### src/rtl/des_pkg.sv
`timescale 1ns / 1ps
`default_nettype none
package des_pkg;

  localparam int unsigned NumRounds = 16;

  localparam logic [2:0] RegKey = 3'd0;

  typedef logic [7:0] idx_t;

  typedef struct packed {
    logic        vld;
    logic        dec;
    logic [31:0] left;
    logic [31:0] right;
    logic [27:0] kc;
    logic [27:0] kd;
  } rnd_t;

  localparam idx_t TabIp [64] = '{
    58,50,42,34,26,18,10,2, 60,52,44,36,28,20,12,4,
    62,54,46,38,30,22,14,6, 64,56,48,40,32,24,16,8,
    57,49,41,33,25,17,9,1,  59,51,43,35,27,19,11,3,
    61,53,45,37,29,21,13,5, 63,55,47,39,31,23,15,7};

  localparam idx_t TabFp [64] = '{
    40,8,48,16,56,24,64,32, 39,7,47,15,55,23,63,31,
    38,6,46,14,54,22,62,30, 37,5,45,13,53,21,61,29,
    36,4,44,12,52,20,60,28, 35,3,43,11,51,19,59,27,
    34,2,42,10,50,18,58,26, 33,1,41,9,49,17,57,25};

  localparam idx_t TabE [48] = '{
    32,1,2,3,4,5, 4,5,6,7,8,9, 8,9,10,11,12,13, 12,13,14,15,16,17,
    16,17,18,19,20,21, 20,21,22,23,24,25, 24,25,26,27,28,29, 28,29,30,31,32,1};

  localparam idx_t TabP [32] = '{
    16,7,20,21,29,12,28,17, 1,15,23,26,5,18,31,10,
    2,8,24,14,32,27,3,9,    19,13,30,6,22,11,4,25};

  localparam idx_t TabPc1 [56] = '{
    57,49,41,33,25,17,9,  1,58,50,42,34,26,18,
    10,2,59,51,43,35,27,  19,11,3,60,52,44,36,
    63,55,47,39,31,23,15, 7,62,54,46,38,30,22,
    14,6,61,53,45,37,29,  21,13,5,28,20,12,4};

  localparam idx_t TabPc2 [48] = '{
    14,17,11,24,1,5, 3,28,15,6,21,10, 23,19,12,4,26,8, 16,7,27,20,13,2,
    41,52,31,37,47,55, 30,40,51,45,33,48, 44,49,39,56,34,53, 46,42,50,36,29,32};

  localparam logic [1:0] TabShift [16] = '{1,1,2,2,2,2,2,2,1,2,2,2,2,2,2,1};

  localparam logic [3:0] TabSbox [8][64] = '{
    '{14,4,13,1,2,15,11,8,3,10,6,12,5,9,0,7,
      0,15,7,4,14,2,13,1,10,6,12,11,9,5,3,8,
      4,1,14,8,13,6,2,11,15,12,9,7,3,10,5,0,
      15,12,8,2,4,9,1,7,5,11,3,14,10,0,6,13},
    '{15,1,8,14,6,11,3,4,9,7,2,13,12,0,5,10,
      3,13,4,7,15,2,8,14,12,0,1,10,6,9,11,5,
      0,14,7,11,10,4,13,1,5,8,12,6,9,3,2,15,
      13,8,10,1,3,15,4,2,11,6,7,12,0,5,14,9},
    '{10,0,9,14,6,3,15,5,1,13,12,7,11,4,2,8,
      13,7,0,9,3,4,6,10,2,8,5,14,12,11,15,1,
      13,6,4,9,8,15,3,0,11,1,2,12,5,10,14,7,
      1,10,13,0,6,9,8,7,4,15,14,3,11,5,2,12},
    '{7,13,14,3,0,6,9,10,1,2,8,5,11,12,4,15,
      13,8,11,5,6,15,0,3,4,7,2,12,1,10,14,9,
      10,6,9,0,12,11,7,13,15,1,3,14,5,2,8,4,
      3,15,0,6,10,1,13,8,9,4,5,11,12,7,2,14},
    '{2,12,4,1,7,10,11,6,8,5,3,15,13,0,14,9,
      14,11,2,12,4,7,13,1,5,0,15,10,3,9,8,6,
      4,2,1,11,10,13,7,8,15,9,12,5,6,3,0,14,
      11,8,12,7,1,14,2,13,6,15,0,9,10,4,5,3},
    '{12,1,10,15,9,2,6,8,0,13,3,4,14,7,5,11,
      10,15,4,2,7,12,9,5,6,1,13,14,0,11,3,8,
      9,14,15,5,2,8,12,3,7,0,4,10,1,13,11,6,
      4,3,2,12,9,5,15,10,11,14,1,7,6,0,8,13},
    '{4,11,2,14,15,0,8,13,3,12,9,7,5,10,6,1,
      13,0,11,7,4,9,1,10,14,3,5,12,2,15,8,6,
      1,4,11,13,12,3,7,14,10,15,6,8,0,5,9,2,
      6,11,13,8,1,4,10,7,9,5,0,15,14,2,3,12},
    '{13,2,8,4,6,15,11,1,10,9,3,14,5,0,12,7,
      1,15,13,8,10,3,7,4,12,5,6,11,0,14,9,2,
      7,11,4,1,9,12,14,2,0,6,10,13,15,3,5,8,
      2,1,14,7,4,10,8,13,15,12,9,0,3,5,6,11}};

  function automatic logic [63:0] perm_ip(input logic [63:0] x);
    logic [63:0] r;
    for (int i = 0; i < 64; i++) r[63-i] = x[64-int'(TabIp[i])];
    return r;
  endfunction

  function automatic logic [63:0] perm_fp(input logic [63:0] x);
    logic [63:0] r;
    for (int i = 0; i < 64; i++) r[63-i] = x[64-int'(TabFp[i])];
    return r;
  endfunction

  function automatic logic [55:0] perm_pc1(input logic [63:0] x);
    logic [55:0] r;
    for (int i = 0; i < 56; i++) r[55-i] = x[64-int'(TabPc1[i])];
    return r;
  endfunction

  function automatic logic [47:0] perm_pc2(input logic [55:0] x);
    logic [47:0] r;
    for (int i = 0; i < 48; i++) r[47-i] = x[56-int'(TabPc2[i])];
    return r;
  endfunction

  function automatic logic [27:0] rotl28(input logic [27:0] v, input logic [1:0] s);
    logic [27:0] r;
    r = (s == 2'd2) ? {v[25:0], v[27:26]} : {v[26:0], v[27]};
    return r;
  endfunction

  function automatic logic [27:0] rotr28(input logic [27:0] v, input logic [1:0] s);
    logic [27:0] r;
    r = (s == 2'd2) ? {v[1:0], v[27:2]} : {v[0], v[27:1]};
    return r;
  endfunction

  function automatic logic [31:0] feistel(input logic [31:0] r, input logic [47:0] k);
    logic [47:0] e;
    logic [31:0] s;
    logic [31:0] p;
    logic [5:0]  six;
    for (int i = 0; i < 48; i++) e[47-i] = r[32-int'(TabE[i])];
    e = e ^ k;
    for (int i = 0; i < 8; i++) begin
      six = e[42-6*i +: 6];
      s[28-4*i +: 4] = TabSbox[i][{six[5], six[0], six[4:1]}];
    end
    for (int i = 0; i < 32; i++) p[31-i] = s[32-int'(TabP[i])];
    return p;
  endfunction

endpackage
`default_nettype wire

### src/rtl/des_cell.sv
`timescale 1ns / 1ps
`default_nettype none
module des_cell import des_pkg::*; #(
  parameter int unsigned Round = 0
) (
  input  wire logic clk,
  input  wire logic rst,
  input  wire logic en,
  input  wire rnd_t din,
  output rnd_t      dout
);

  logic [27:0] c_enc, d_enc, c_use, d_use, c_dec, d_dec;
  logic [47:0] rkey;
  rnd_t        nxt;

  // encrypt rotates before use; decrypt uses then rotates right by the reversed schedule
  always_comb begin
    c_enc = rotl28(din.kc, TabShift[Round]);
    d_enc = rotl28(din.kd, TabShift[Round]);
    c_use = din.dec ? din.kc : c_enc;
    d_use = din.dec ? din.kd : d_enc;
    c_dec = rotr28(din.kc, TabShift[NumRounds-1-Round]);
    d_dec = rotr28(din.kd, TabShift[NumRounds-1-Round]);
    rkey  = perm_pc2({c_use, d_use});
    nxt.vld   = din.vld;
    nxt.dec   = din.dec;
    nxt.left  = din.right;
    nxt.right = din.left ^ feistel(din.right, rkey);
    nxt.kc    = din.dec ? c_dec : c_enc;
    nxt.kd    = din.dec ? d_dec : d_enc;
  end

  always_ff @(posedge clk) begin
    if (rst) begin
      dout.vld <= 1'b0;
    end else if (en) begin
      dout.vld <= nxt.vld;
    end
    if (en) begin
      dout.dec   <= nxt.dec;
      dout.left  <= nxt.left;
      dout.right <= nxt.right;
      dout.kc    <= nxt.kc;
      dout.kd    <= nxt.kd;
    end
  end

endmodule
`default_nettype wire

### config.mk
export PLATFORM = sky130hd
export DESIGN_NAME = des_cell
export DESIGN_NICKNAME = d
export VERILOG_FILES = /design/src/rtl/des_pkg.sv /design/src/rtl/des_cell.sv
export SDC_FILE = /design/constraint.sdc
export NUM_CORES = 1
export LEC_CHECK = 0
export BUFFER_PORTS_ARGS = -buffer_cell sky130_fd_sc_hd__buf_2
export CAP_MARGIN = 20
export CORE_UTILIZATION = 60
export DETAILED_ROUTE_END_ITERATION = 10
export GPL_ROUTABILITY_DRIVEN = 0
export GPL_TIMING_DRIVEN = 0
export PLACE_DENSITY = 0.95
export SETUP_SLACK_MARGIN = 0.5
export SLEW_MARGIN = 10
export SYNTH_ARGS = -nofsm -noshare
export SYNTH_HDL_FRONTEND = slang
export SYNTH_SLANG_ARGS = --single-unit
### constraint.sdc
create_clock -name clk -period 5.8 [get_ports clk]
set_input_delay 0.58 -clock clk [delete_from_list [all_inputs] [get_ports clk]]
set_output_delay 0.58 -clock clk [all_outputs]
set_load 0.02 [all_outputs]
# After elaboration in Yosys (flattened, before gate mapping)

Memory sizes are Yosys's and may differ from the RTL's.
Index checks and enable logic that the tools add are counted.

Flip-flop bits (word level): 122
Bits in read-only memories: 2048
Input port bits: 125
Output and inout bits: 122
Memories: 8

Memories:

| memory          | depth | width | rd ports | clocked after Yosys merged registers in | wr ports | RTL line       | RTL |
|---|---|---|---|---|---|---|---|
| (no name shown) | 64    | 4     | 1        | 0                                       | 0        | des_pkg.sv:131 | `s[28-4*i +: 4] = TabSbox[i][{six[5], six[0], six[4:1]}];` |
| (no name shown) | 64    | 4     | 1        | 0                                       | 0        | des_pkg.sv:131 |  |
| (no name shown) | 64    | 4     | 1        | 0                                       | 0        | des_pkg.sv:131 |  |
| (no name shown) | 64    | 4     | 1        | 0                                       | 0        | des_pkg.sv:131 |  |
| (no name shown) | 64    | 4     | 1        | 0                                       | 0        | des_pkg.sv:131 |  |
| (no name shown) | 64    | 4     | 1        | 0                                       | 0        | des_pkg.sv:131 |  |
| 2 more memories | --    | --    | --       | --                                      | --       | --             |  |

Order comparisons: 8
Mux-type cells: 20
Bitwise operators: 10

Operator list:

| operator                                                  | number |
|---|---|
| 28-bit two-way mux                                        | 4 |
| 4-bit two-way mux                                         | 16 |
| 7-bit greater-or-equal comparator (second input constant) | 8 |
| 6-bit inverter with 7-bit output                          | 8 |
| 48-bit bitwise XOR                                        | 1 |
| 32-bit bitwise XOR                                        | 1 |

# Depth between registers and ports, before layout

Gate-level depths: netlist of the first run.

Depth after elaboration: 7
Depth in mapped cells: 13
Mapped depth without buffers: 10

# Least setup slack after synthesis of the first run

OpenSTA, ideal clock, no wires.

Kind: in2reg
Start: input din[120] (netlist bit)
End: register dout[68] (netlist bit), data pin
Setup time: 0.258 ns
Arrival: 3.133 ns
Data required time: 5.542 ns
Path slack: 2.409 ns
Cell stages on the path: 12
Buffers on the path: 2
Cells stage by stage: buf_6 buf_6 mux2i_1 xor2_1 inv_1 ha_1 inv_1 mux4_2 mux2_2 nand2_1 o21ai_1 xnor2_1

RTL lines:

| item            | RTL line       | RTL |
|---|---|---|
| start, declared | des_cell.sv:9  | `input wire rnd_t din,` |
| end, declared   | des_cell.sv:10 | `output rnd_t dout` |

==> results.md, run 1 <==
- Critical Path RT: 5.97 ns
- Initial antenna violation count: 0
- Core ar.: 0.0167 mm2
- Netlist cell types: 65
- Skew final: 0 ns
- Ratio of cells with drive above 1 in the final layout: 0.339
- PostCTS Resize Cnt: 0
- Pwr dens: 318 mW/mm2
- Clock slew seen by the registers of the worst setup and hold paths: 0.06 ns
- Largest net degree at the start of global routing: 66
- Iter 0 DRT Violations: 1481
- Drt total wl: 31200 um
- Crit-path max cell delay: 0.75 ns
- Fin. max-slew vios: 0
- CP endpoint kind: flop
- Global Route Usage Sum: 0.356
- RSZ-0062 raised after global routing: no
- CP max stage cell: xnor2_1
- DIE AREA: 0.0177 mm2
- F_max: 0.243 GHz
- Final setup viols: 0
- Leak pwr: 5.24 nW
- Final worst slack: 1.68 ns
- ANT nets after route: 0
- Setup TNS: 0 ns
- Worst setup SP type: input pin
- Clk buf depth: 2
- Chip height: 133 um
- CTS tree: done
- Most frequent cell after synthesis: edfxtp_1
- Post-synthesis register bit count: 122
- VDD IR max: 0.223 mV
- PortBufs: 246
- Max reg flops: 122
- Worst setup startpoint: din[120]
- Status: complete, but fails checks
- Post-synth top cells: edfxtp_1 (121), mux2i_1 (88), xnor2_1 (68)
- Initial core utilization: 0.618
- Synth Flop Type: edfxtp_1
- Cell repeated most along the worst path: buf_6
- Reg-to-reg critical path startpoint: dout[121]$_SDFFE_PP0P_
- CP Cell Sequence: buf_2 -> buf_6 -> buf_6 -> buf_6 -> mux2i_1 -> xnor2_1 -> inv_1 -> ha_1 -> nor3_1 -> a211oi_1 -> o311ai_0 -> o21ai_0 -> xor2_1
- Dpl ws: 1.64 ns
- Root Buffer: clkbuf_16
- ANT cells: 0
- Syn_nets: 1127
- Cells on worst reg2reg path: 2
- Hold Crit Start: rst
- CP endpoint: dout[65]$_DFFE_PP_
- Die extent in x: 133 um
- Hold crit path type: in -> reg
- WP data arrival: 4.29 ns
- Sequential share of the synthesized area: 0.354
- DR vias/cell: 6.52
- # clock sinks: 122
- I/O pin count: 247
- First-pass GRT wire length: 48700 um
- Wire per inst: 21.7 um
- Cts bufs inserted: 17
- Max-cap violations: 0
- DR pass1 iterations: 11
- Yosys warns: 0
- Reg2Reg Setup Slack: 5.20 ns
- Synthesized area per cell: 11.0 um2
- Largest area contributor in the netlist: edfxtp_1
- Top flop regs: dout (122)
- Mapped Cells: 940
- Worst r2r dst: dout[121]$_SDFFE_PP0P_
- Synthesis-to-finish area growth: 21.5%
- CTS Hold Bufs: 0
- Post-synth EDFFs: 121
- Synth top area share: 0.352
- Htree depth: 4
- # DRC: 3
- Cell Area, Synth: 0.0103 mm2
- Hpwl dp: 22300 um
- Asr flop ratio synth: 0
- Fin crit share: 0.710
- Crit path kind: in -> reg
- Via count: 9382
- Period minus WS final: 4.12 ns
- CP Max Fanout: 10
- Vias in the first global route: 9191
- Clk Latency, worst-skew pair: 0.44 ns
- Slew @ Worst Pin: 1.06 ns
- Fin nets: 1393
- Failing checks: design-rule violations
- Final Hold Fails: 0
- GRT Residual Overflow: 0
- Site Rows: 47
- Largest register by flop count: dout
- Post-CTS setup buffer count: 0
- Relative slew margins: 0.291
- Synth top area cells: edfxtp_1 (35%), mux2i_1 (8.5%), ha_1 (7.5%)
-- power breakdown --
part / internal, mW / total [mW] / switching, mW
Sequential: 1.12 / 1.15 / 0.0285
Combinational: 0.619 / 1.60 / 0.978
Clock: 0.806 / 1.24 / 0.436
Total: 2.55 / 3.99 / 1.44
-- layout by cell type (no fill, tap or decap), types with 17 or more instances in the layout --
cell type / n
inv_1: 33
nand2_1: 50
a21oi_1: 38
clkbuf_1: 26
nand3_1: 27
a211oi_1: 27
edfxtp_1: 121
xor2_1: 39
nor2_1: 54
buf_2: 258
xnor2_1: 68
nor3_1: 21
ha_1: 62
o21ai_0: 31
mux4_2: 21
mux2_2: 61
clkbuf_16: 17
mux2i_1: 88
-- metrics by stage --
step                hold WS, ns  total power [mW]  cell area (um2)  utilization  cells
floorplan                 0.579              2.27            10300            -    940
global placement          0.471              2.64            11800        0.708   1406
detailed placement        0.484              2.70            11900        0.710   1407
CTS                       0.298              3.94            12500        0.751   1439
global route              0.297              4.13            12500        0.751   1439
finish                    0.295              3.99            12500        0.751   1439
-- final cells by class --
class                           count  area, um2
Inverter                           39        146
Fill cell                        1053       4170
Tap cell                          220        275
Clock inverter                     15        249
Multi-Input combinational cell    730       6240
Sequential cell                   122       3650
Buffer                             49        278
Timing Repair Buffer              247       1260
Clock buffer                       17        425
-- worst min-delay path by stage --
stage	endpoint	slack, ns	cells past startpoint
finish	dout[121]$_SDFFE_PP0P_	0.30	2
global route	dout[121]$_SDFFE_PP0P_	0.30	2
CTS	dout[121]$_SDFFE_PP0P_	0.30	2
detailed placement	dout[121]$_SDFFE_PP0P_	0.48	2
global placement	dout[121]$_SDFFE_PP0P_	0.47	2
floorplan	dout[121]$_SDFFE_PP0P_	0.58	2
-- worst max-delay path, delay by kind of cell --
kind / cells / cell delay [ns]
AOI/OAI and AO/OA: 3 / 0.82
xor gates and xnor gates: 2 / 0.94
adders and majority gates: 1 / 0.34
buffers and inverters: 5 / 1.10
muxes: 1 / 0.14
and+or+nand+nor: 1 / 0.34
-- layer usage --
metal / up-vias / global-route usage / part of all wire / wire, um
li1: 4112 / - / - / -
met1: 4377 / 0.414 / 0.36 / 11300
met2: 751 / 0.633 / 0.50 / 15600
met3: 142 / 0.0826 / 0.10 / 3180
met4: 0 / 0.143 / 0.038 / 1200
met5: - / 0 / 0 / 0
-- cell families (layout without fill, tap and decap cells) --
group	Yosys count	in the layout	share of synthesized area
AO/OA/AOI/OAI	200	200	0.134
XOR/XNOR	122	122	0.114
adder cells (fa/ha/maj)	62	62	0.0752
buffers and inverters	88	367	0.0411
flip-flops	122	122	0.354
multiplexers	176	176	0.209
AND/OR/NAND/NOR	170	170	0.0724
Note: power is estimated with default switching activity, not from simulation.
==> run 2, diff against run 1 <==
- ABC_AREA: unset -> 1
- CORE_UTILIZATION: 60 -> 50
- PLACE_DENSITY: 0.95 -> 0.88
- clock period: 5.8 -> 3.35 ns (I/O delays scaled with it)
==> run 2 against run 1 <==
  * The run now ends clean
  * First-iteration DRC count fell by 26%
  * Setup slack got worse by 0.97 ns
  * Hold slack worse by 0.24 ns
  * Cell count increased by 49%
  * Register-to-register slack got worse by 2.4 ns
  * Clock power grew 45%
  * Clock skew is the same
  * Power rose by 49%
  * Via count rose by 28%
  * Clock-buffer cell count increased by 3
  * Core utilization down 14 points
  * Largest cell class unchanged
==> results.md, run 2 <==
- Crit-path max cell delay: 0.36 ns
- # clock sinks: 122
- Worst setup SP type: input pin
- Max-cap violations: 0
- Max reg flops: 122
- Cell Area, Synth: 0.0107 mm2
- Post-synth top cells: nand2_1 (745), nand3_1 (339), edfxtp_1 (121), inv_1 (121), ha_1 (62)
- Cts bufs inserted: 17
- CTS Hold Bufs: 0
- Drt total wl: 34300 um
- Worst setup startpoint: din[120]
- CP max stage cell: ha_1
- Cell repeated most along the worst path: nand2_1
- ANT nets after route: 0
- Site Rows: 53
- CTS tree: done
- Htree depth: 4
- Synth Flop Type: edfxtp_1
- PortBufs: 246
- Hpwl dp: 26600 um
- Crit path kind: in -> reg
- Final Hold Fails: 0
- Leak pwr: 6.97 nW
- Slew @ Worst Pin: 0.711 ns
- GRT Residual Overflow: 0
- Core ar.: 0.0210 mm2
- Largest net degree at the start of global routing: 76
- DR pass1 iterations: 6
- # DRC: 0
- Reg-to-reg critical path startpoint: dout[121]$_SDFFE_PP0P_
- Critical Path RT: 3.53 ns
- Setup TNS: 0 ns
- Period minus WS final: 2.64 ns
- Chip height: 148 um
- DIE AREA: 0.0220 mm2
- Placed Cells: 2104
- Initial core utilization: 0.509
- Wire per inst: 16.0 um
- Top flop regs: dout (122)
- Skew final: 0 ns
- Largest area contributor in the netlist: edfxtp_1
- Global Route Usage Sum: 0.311
- First-pass GRT wire length: 53300 um
- Post-synthesis register bit count: 122
- VDD IR max: 0.338 mV
- Hold Crit Start: rst
- F_max: 0.379 GHz
- Initial antenna violation count: 8
- Most frequent cells in the layout: nand2_1 (745), nand3_1 (339), buf_2 (254), inv_1 (121), edfxtp_1 (121)
- Commonest non-fill, non-tap cell in the layout: nand2_1
- Synthesis-to-finish area growth: 20.4%
- Pwr dens: 462 mW/mm2
- Post-synth EDFFs: 121
- Ratio of cells with drive above 1 in the final layout: 0.205
- CP Cell Sequence: buf_2 -> buf_6 -> buf_2 -> nand2_1 -> nand2_1 -> nand2_1 -> nand2_1 -> inv_1 -> ha_1 -> inv_1 -> nand2_1 -> o21ai_0 -> nand2_1 -> nand3_1 -> nand3_1 -> nand2_1 -> nand2_1 -> nand2_1
- I/O pin count: 247
- Via count: 12000
- Most frequent cell after synthesis: nand2_1
- Mapped Cells: 1582
- Asr flop ratio synth: 0
- Final setup viols: 0
- Netlist cell types: 29
- Clk Latency, worst-skew pair: 0.42 ns
- Clock slew seen by the registers of the worst setup and hold paths: 0.06 ns
- Fin crit share: 0.788
- CP Max Fanout: 10
- Root Buffer: clkbuf_16
- WP data arrival: 2.82 ns
- Synth top area cells: edfxtp_1 (34%), nand2_1 (26%), nand3_1 (16%)
- Iter 0 DRT Violations: 1093
- Yosys warns: 0
- Fin nets: 2035
- PostCTS Resize Cnt: 0
- CP endpoint kind: flop
- Largest register by flop count: dout
- Status: completed
- Fin cells: 2142
- Fin. max-slew vios: 0
- Relative slew margins: 0.524
- Sequential share of the synthesized area: 0.341
- Die extent in x: 148 um
- Clk buf depth: 2
- Vias in the first global route: 10800
- Post-CTS setup buffer count: 0
- DR vias/cell: 5.61
- Synth top area share: 0.339
- Synthesized area per cell: 6.77 um2
- Hold crit path type: in -> reg
- RSZ-0062 raised after global routing: no
- Syn_nets: 1769
-- run 2: kinds of logic (layout without fill, tap and decap cells) --
logic type      Yosys count  in the layout  share of synthesized area
compound gates           53             53                     0.0284
xor+xnor                 18             18                     0.0238
fa+ha+maj                62             62                     0.0724
flops                   122            122                      0.341
mux                       1              1                   0.000935
other cells               0              6                          0
buf+inv                 180            459                     0.0771
simple gates           1146           1146                      0.456
-- run 2: layout make-up --
| class | instances | area, um2 |
|---|---|---|
| Multi-Input combinational cell | 1280 | 6230 |
| Inverter | 139 | 524 |
| Clock buffer | 20 | 437 |
| Timing Repair Buffer | 247 | 1260 |
| Antenna cell | 6 | 15.0 |
| Clock inverter | 12 | 126 |
| Sequential cell | 122 | 3650 |
| Tap cell | 275 | 344 |
| Fill cell | 1880 | 8120 |
| Buffer | 41 | 304 |
-- run 2: critical path: cells and delay by family --
family          cells  cell delay [ns]
buf+inv             5             0.85
compound gates      1             0.12
simple gates       11             1.15
fa+ha+maj           1             0.36
-- run 2: path summary, 6_finish.rpt --
kind	to	slack, ns	depth (start not counted)
min	dout[121]$_SDFFE_PP0P_	0.06	2
max reg2reg	dout[121]$_SDFFE_PP0P_	2.76	2
max	dout[81]$_DFFE_PP_	0.71	18
min reg2reg	dout[121]$_SDFFE_PP0P_	0.51	2
-- run 2: metal layers --
layer  vias to the layer above  track usage  share of wire
met5                         -            0        0.00050
met1                      5382        0.378           0.38
li1                       5712            -              -
met4                         2        0.178          0.050
met2                       792        0.506           0.46
met3                       132       0.0712           0.11
-- run 2: where the power goes --
group	switching, mW	internal [mW]
logic	1.50	0.719
registers	0.0423	1.89
clock network	0.715	1.09
total	2.26	3.70
-- run 2: through the flow --
stage | util | power [mW] | cell area, um2 | hold WS [ns] | worst slack [ns]
finish | 0.614 | 5.95 | 12900 | 0.0601 | 0.709
global route | 0.613 | 6.28 | 12900 | 0.0453 | 0.506
CTS | 0.613 | 5.92 | 12900 | 0.0476 | 0.780
detailed placement | 0.586 | 4.13 | 12300 | 0.488 | 0.334
global placement | 0.584 | 4.07 | 12300 | 0.469 | 0.384
floorplan | - | 3.49 | 10700 | 0.407 | 1.00
